### config.mk
export PLATFORM = sky130hd
export DESIGN_NAME = filtered_derivative
export DESIGN_NICKNAME = d
export VERILOG_FILES = /design/src/hdl/fd_pkg.sv /design/src/hdl/filtered_derivative.sv
export SDC_FILE = /design/constraint.sdc
export NUM_CORES = 2
export LEC_CHECK = 0
export BUFFER_PORTS_ARGS = -buffer_cell sky130_fd_sc_hd__buf_2
export CAP_MARGIN = 20
export CORE_MARGIN = 2
export CORE_UTILIZATION = 66
export CTS_CLUSTER_DIAMETER = 150
export DETAILED_ROUTE_END_ITERATION = 8
export HOLD_SLACK_MARGIN = 0.06
export PLACE_DENSITY = 0.91
export REMOVE_ABC_BUFFERS = 1
export SYNTH_ARGS = -nofsm -noshare
export SYNTH_HDL_FRONTEND = slang
export SYNTH_SLANG_ARGS = --single-unit
export TNS_END_PERCENT = 100
### constraint.sdc
create_clock -name clk_i -period 10.9 [get_ports clk_i]
set_input_delay 0.545 -clock clk_i [delete_from_list [all_inputs] [get_ports clk_i]]
set_output_delay 0.545 -clock clk_i [all_outputs]
set_load 0.005 [all_outputs]
### src/hdl/fd_pkg.sv
`timescale 1ns / 1ps
// Package for the filtered derivative block: widths, register indexes,
// sequencer state type and the rounding and saturation helper.
package fd_pkg;

  localparam int unsigned DataWidth  = 32;
  localparam int unsigned GainWidth  = 16;
  localparam int unsigned MagWidth   = DataWidth + 1;
  localparam int unsigned ChunkWidth = 16;
  localparam int unsigned ProdWidth  = MagWidth + ChunkWidth;
  localparam int unsigned AccWidth   = MagWidth + DataWidth;
  localparam int unsigned QuotWidth  = AccWidth - ChunkWidth;

  // Configuration register indexes.
  localparam logic RegSmoothingGain = 1'b0;
  localparam logic RegInvPeriod     = 1'b1;

  // Half an LSB of the Q16.16 result, added before the truncating shift.
  localparam logic [AccWidth-1:0] RoundHalf = AccWidth'(64'h8000);

  // Sequencer states, one-hot.
  typedef enum logic [6:0] {
    StIdle   = 7'b0000001,
    StMulLo  = 7'b0000010,
    StMulHi  = 7'b0000100,
    StErr    = 7'b0001000,
    StMulG   = 7'b0010000,
    StUpdate = 7'b0100000,
    StResult = 7'b1000000
  } fd_state_e;

  // Applies the sign to a rounded magnitude and saturates it to 32 bits.
  function automatic logic [DataWidth-1:0] round_sat(input logic neg,
                                                     input logic [QuotWidth-1:0] q);
    logic [QuotWidth-1:0] lim;
    logic [DataWidth-1:0] mag;
    begin
      if (neg) begin
        lim = QuotWidth'(64'h8000_0000);
      end else begin
        lim = QuotWidth'(64'h7FFF_FFFF);
      end
      mag = (q > lim) ? lim[DataWidth-1:0] : q[DataWidth-1:0];
      round_sat = neg ? (~mag + DataWidth'(1)) : mag;
    end
  endfunction

endpackage

### src/hdl/filtered_derivative.sv
`timescale 1ns / 1ps
// Filtered derivative: rate estimate from successive samples, smoothed by a
// one-pole low-pass. Depends on fd_pkg.
// Before the filter has started, a request goes straight to the result state;
// otherwise it uses the shared 33x16 multiplier three times in turn.
// The input stalls while the sequencer is busy, so a request is taken only
// once the last is done; a finished result waits in its own output register.
// Reset clears both registers, the previous sample, the filter state and
// the started flag, and empties the output register.
module filtered_derivative
  import fd_pkg::*;
(
  input  logic                 clk_i,
  input  logic                 rst_ni,
  input  logic                 cfg_we_i,
  input  logic                 cfg_index_i,
  input  logic [DataWidth-1:0] cfg_data_i,
  input  logic                 in_valid_i,
  output logic                 in_stall_o,
  input  logic signed [DataWidth-1:0] sample_i,
  output logic                 out_valid_o,
  input  logic                 out_stall_i,
  output logic signed [DataWidth-1:0] rate_o
);

  fd_state_e state_q, state_d;

  logic [GainWidth-1:0] gain_q;
  logic [DataWidth-1:0] inv_period_q;
  logic [DataWidth-1:0] prev_q;
  logic [DataWidth-1:0] filt_q, filt_d;
  logic                 started_q, started_d;
  logic                 neg_q, neg_d;
  logic [MagWidth-1:0]  mag_q, mag_d;
  logic [AccWidth-1:0]  acc_q, acc_d;
  logic [DataWidth-1:0] result_q, result_d;
  logic                 out_valid_q, out_valid_d;
  logic [DataWidth-1:0] rate_q, rate_d;

  logic                 in_req;
  logic [MagWidth-1:0]  diff;
  logic [MagWidth-1:0]  err;
  logic [DataWidth-1:0] raw;
  logic [DataWidth-1:0] delta;
  logic [MagWidth-1:0]  y_sum;
  logic [DataWidth-1:0] y_sat;
  logic [ChunkWidth-1:0] mul_b;
  logic [ProdWidth-1:0] prod;

  assign in_stall_o  = (state_q != StIdle);
  assign in_req      = in_valid_i && !in_stall_o;
  assign out_valid_o = out_valid_q;
  assign rate_o      = rate_q;

  // Sample difference, exact in 33 bits.
  assign diff = {sample_i[DataWidth-1], sample_i} - {prev_q[DataWidth-1], prev_q};

  // Shared multiplier: magnitude times one 16-bit coefficient chunk.
  always_comb begin
    case (state_q)
      StMulLo: mul_b = inv_period_q[ChunkWidth-1:0];
      StMulHi: mul_b = inv_period_q[DataWidth-1:ChunkWidth];
      default: mul_b = gain_q;
    endcase
  end
  assign prod = ProdWidth'(mag_q) * ProdWidth'(mul_b);

  // Raw rate, filter error and filter update from the accumulator.
  assign raw   = round_sat(neg_q, acc_q[AccWidth-1:ChunkWidth]);
  assign err   = {raw[DataWidth-1], raw} - {filt_q[DataWidth-1], filt_q};
  assign delta = round_sat(neg_q, acc_q[AccWidth-1:ChunkWidth]);
  assign y_sum = {filt_q[DataWidth-1], filt_q} + {delta[DataWidth-1], delta};

  // Clamp the updated filter value to 32 bits.
  always_comb begin
    if (y_sum[MagWidth-1] != y_sum[DataWidth-1]) begin
      y_sat = y_sum[MagWidth-1] ? {1'b1, {(DataWidth-1){1'b0}}}
                                : {1'b0, {(DataWidth-1){1'b1}}};
    end else begin
      y_sat = y_sum[DataWidth-1:0];
    end
  end

  // Sequencer.
  always_comb begin
    state_d     = state_q;
    filt_d      = filt_q;
    started_d   = started_q;
    neg_d       = neg_q;
    mag_d       = mag_q;
    acc_d       = acc_q;
    result_d    = result_q;
    out_valid_d = out_valid_q && out_stall_i;
    rate_d      = rate_q;
    case (state_q)
      StIdle: begin
        if (in_req) begin
          neg_d    = diff[MagWidth-1];
          mag_d    = diff[MagWidth-1] ? (~diff + MagWidth'(1)) : diff;
          result_d = '0;
          if (started_q) begin
            state_d = StMulLo;
          end else begin
            if ((gain_q != '0) && (inv_period_q != '0)) begin
              filt_d    = '0;
              started_d = 1'b1;
            end
            state_d = StResult;
          end
        end
      end
      StMulLo: begin
        acc_d   = RoundHalf + AccWidth'(prod);
        state_d = StMulHi;
      end
      StMulHi: begin
        acc_d   = acc_q + (AccWidth'(prod) << ChunkWidth);
        state_d = StErr;
      end
      StErr: begin
        neg_d   = err[MagWidth-1];
        mag_d   = err[MagWidth-1] ? (~err + MagWidth'(1)) : err;
        state_d = StMulG;
      end
      StMulG: begin
        acc_d   = RoundHalf + AccWidth'(prod);
        state_d = StUpdate;
      end
      StUpdate: begin
        filt_d   = y_sat;
        result_d = y_sat;
        state_d  = StResult;
      end
      StResult: begin
        // Hand the result over once the output register is free.
        if (!out_valid_q || !out_stall_i) begin
          out_valid_d = 1'b1;
          rate_d      = result_q;
          state_d     = StIdle;
        end
      end
      default: begin
        state_d = StIdle;
      end
    endcase
  end

  // Control state and configuration registers.
  always_ff @(posedge clk_i or negedge rst_ni) begin
    if (!rst_ni) begin
      state_q      <= StIdle;
      started_q    <= 1'b0;
      out_valid_q  <= 1'b0;
      gain_q       <= '0;
      inv_period_q <= '0;
      prev_q       <= '0;
      filt_q       <= '0;
    end else begin
      state_q     <= state_d;
      started_q   <= started_d;
      out_valid_q <= out_valid_d;
      filt_q      <= filt_d;
      if (in_req) begin
        prev_q <= sample_i;
      end
      if (cfg_we_i) begin
        case (cfg_index_i)
          RegSmoothingGain: gain_q       <= cfg_data_i[GainWidth-1:0];
          RegInvPeriod:     inv_period_q <= cfg_data_i;
          default:          gain_q       <= gain_q;
        endcase
      end
    end
  end

  // Datapath registers.
  always_ff @(posedge clk_i) begin
    neg_q    <= neg_d;
    mag_q    <= mag_d;
    acc_q    <= acc_d;
    result_q <= result_d;
    rate_q   <= rate_d;
  end

endmodule

==> results.md <==
### Logic synthesis
* 8.70 um^2 — mean instance size in the synthesized netlist
* 147 — number of enable flip-flop cells after synthesis
* 95 — number of distinct library cells after synthesis
* 0 — Synth warnings
* 38800 um^2 — synthesized area
* sky130_fd_sc_hd__edfxtp_1 — dominant register cell in the synthesized netlist
* 19.2% — portion of the post-synthesis area used by sequential elements
* 268 — Synth Register Bits
* 4461 — Syn Inst Count
* 45.1% — fraction of synthesis flops using an asynchronous set or reset pin

### Critical path
* 11220 ps — required time worst endpoint
* flop — sort of element at the end of the critical path
* 38 — worst r2r path cells
* flop to flop — CP Class
* acc_q[64] — Critical R2R Capture
* state_q[0] — RR Startpoint
* flop — Worst Setup Start Kind
* 370 ps — register-to-register setup slack
* sky130_fd_sc_hd__fa_1 — library cell appearing most often on the critical path
* sky130_fd_sc_hd__dfstp_2 — cell with the largest stage delay on the worst path
* 10850 ps — worst path arrival time
* 600 ps — Worst path max stage delay
* 19 — biggest fanout along the worst timing path

### Worst hold path
* cfg_data_i[26] — beginning of the worst hold path
* inv_period_q[26] — WHS Endpoint
* primary input to flop — kind of path behind the tightest hold check
* 2 — Hold Path Depth

### Clock network
* 3 — buffer levels on the longest clock path
* done — TritonCTS clock tree
* 70 ps — clk slew on worst S/H paths
* 268 — Clock Sinks
* 590 ps — later-pin clock latency in the skew report
* sky130_fd_sc_hd__clkbuf_16 — root buffer selected by CTS
* 1 — number of levels the H-tree was split into
* 29 — number of clock buffers inserted by TritonCTS

### Final layout
* 71.3% — final core occ
* 28400 um^2 — area of the multi-input gates
* sky130_fd_sc_hd__inv_1, sky130_fd_sc_hd__nand2_1, sky130_fd_sc_hd__fa_1 — commonest cells after routing, fill and taps aside
* 8.26% — layout cells sized above 1
* 5254 — Finished Layout Cells
* 4092 — fillers
* 5277 — Final #Nets
* 7440 um^2 — register cell area after layout
* 0 — n_diodes
* sky130_fd_sc_hd__inv_1 — commonest non-fill, non-tap cell in the layout
* 6.45% — layout overhead on the synthesized area

### Routing
* 6.37 — vias per inst
* 6 — 1st-pass router iterations
* 3478 — violation count after the first detailed-route iteration
* 0 — DRC errors left
* 0 — antenna viol nets, final
* 106000 um — wirelength, routed
* 20.2 um — detailed-route wire length per cell
* 33456 — overall via count from detail_route

### Floorplanning
* 104 — I/O pin count
* 246 um — die extent in y
* 88 — placement row count
* 60700 um^2 — Die Area
* 67.0% — initial cell density of the core
* 246 um — Die X
* 57900 um^2 — floorplan core area

### STA
* 1030 ps — Slew @ Worst Pin
* 0 — final hold violation count
* 31.1% — relative slew slack
* 0.0950 GHz — fmax
* 0 ps — final setup TNS
* 96.6% — final cycle utilization of the critical path
* 31.4 ps — Worst Skew
* 203 ps — worst-case hold slack
* 0 — endpoints failing setup
* 0 — Final Slew Violations
* 10530 ps — final worst path period need

### Global routing
* 35.0% — Tot GR Track Use
* 75 — maximum number of pins on one net before global-route repair
* 33376 — number of global-route vias before repair
* 0 — Overflow after GRT
* 171000 um — global-route wire length before repair
* 0 — number of antenna violations at the first check in global routing

### Place
* 82900 um — half-perimeter wire length of the detailed placement result
* 103 — number of buffers inserted by port buffering
* 5193 — Inst Count DP
* 0.989 — weighted congestion reported at the end of routability-driven placement

### Outcome
* complete, no violations — run status

### Run
* 0 — max_cap viols

## worst max-delay path: cells and delay by family, from the launching register on
family	cells	cell delay [ps]
fa+ha+maj	8	3730
compound gates	14	3550
simple gates	7	1090
buf+inv	7	810
flops	1	600
xor+xnor	2	460
## cell usage after synthesis, types with 120 or more instances
| cell | number | area [um^2] |
|---|---|---|
| sky130_fd_sc_hd__and2_1 | 194 | 1210 |
| sky130_fd_sc_hd__nor2_1 | 246 | 923 |
| sky130_fd_sc_hd__inv_1 | 634 | 2380 |
| sky130_fd_sc_hd__fa_1 | 436 | 8730 |
| sky130_fd_sc_hd__a21oi_1 | 308 | 1540 |
| sky130_fd_sc_hd__clkbuf_1 | 170 | 638 |
| sky130_fd_sc_hd__dfrtp_1 | 120 | 3000 |
| sky130_fd_sc_hd__o21ai_0 | 151 | 756 |
| sky130_fd_sc_hd__edfxtp_1 | 147 | 4410 |
| sky130_fd_sc_hd__xnor2_1 | 179 | 1570 |
| sky130_fd_sc_hd__ha_1 | 304 | 3800 |
| sky130_fd_sc_hd__nand2_1 | 552 | 2070 |
## flip-flops by register name, indices dropped and copies added (netlist names)
name          count
prev_q           32
acc_q            49
filt_q           32
inv_period_q     32
out_valid_o       1
gain_q           16
result_q         32
state_q           7
mag_q            33
rate_o           32
neg_q             1
started_q         1
## routing by layer
metal / track usage [%] / share of wire (%)
met5: 0 / 0
met4: 13.1 / 4.3
met3: 5.44 / 9.7
met2: 57.5 / 47
met1: 47.0 / 39
## logic make-up (layout without fill, tap and decap cells)
logic type / after synthesis / in the layout / synth area share, %
AND/OR/NAND/NOR: 1371 / 1371 / 17.0
AO/OA/AOI/OAI: 911 / 911 / 15.2
buffers and inverters: 828 / 856 / 8.06
adder cells (fa/ha/maj): 740 / 740 / 32.3
flip-flops: 268 / 268 / 19.2
XOR/XNOR: 243 / 243 / 5.49
multiplexers: 100 / 100 / 2.85
## worst max-delay path by stage
stage                           from        end  slack [ps]  depth (start not counted)
after floorplan           state_q[1]  acc_q[64]        -340                         36
after global placement    state_q[0]  acc_q[64]         250                         36
after detailed placement  state_q[1]  acc_q[64]         -40                         37
after CTS                 state_q[3]  acc_q[64]           3                         36
after global routing      state_q[3]  acc_q[64]        -120                         38
final                     state_q[0]  acc_q[64]         370                         38
## stage by stage
step / setup slack, ps / instance area, um^2
after floorplan: -340 / 38100
after global placement: 255 / 40000
after detailed placement: -36.6 / 40000
after CTS: 3.43 / 41100
after global routing: -117 / 41300
final: 369 / 41300
## timing repair
item                                   CTS  global route
resized for setup                        1            39
hold buffers                             1             0
setup buffers                            0             5
setup endpoints to repair                1            24
endpoints found under the hold margin   47             0
pin swaps                                0             3
## cell type report
cell class	count	share of cell area, %
inverter	635	5.77
clock buffer	34	1.93
multi-input combinational	3365	68.8
clock inverter	19	0.533
sequential	268	18.0
timing repair buffer	168	2.62
tap	765	2.32
Power is not shown: default switching activity piles up to over one toggle a cycle in this logic, so the estimate is an artifact.
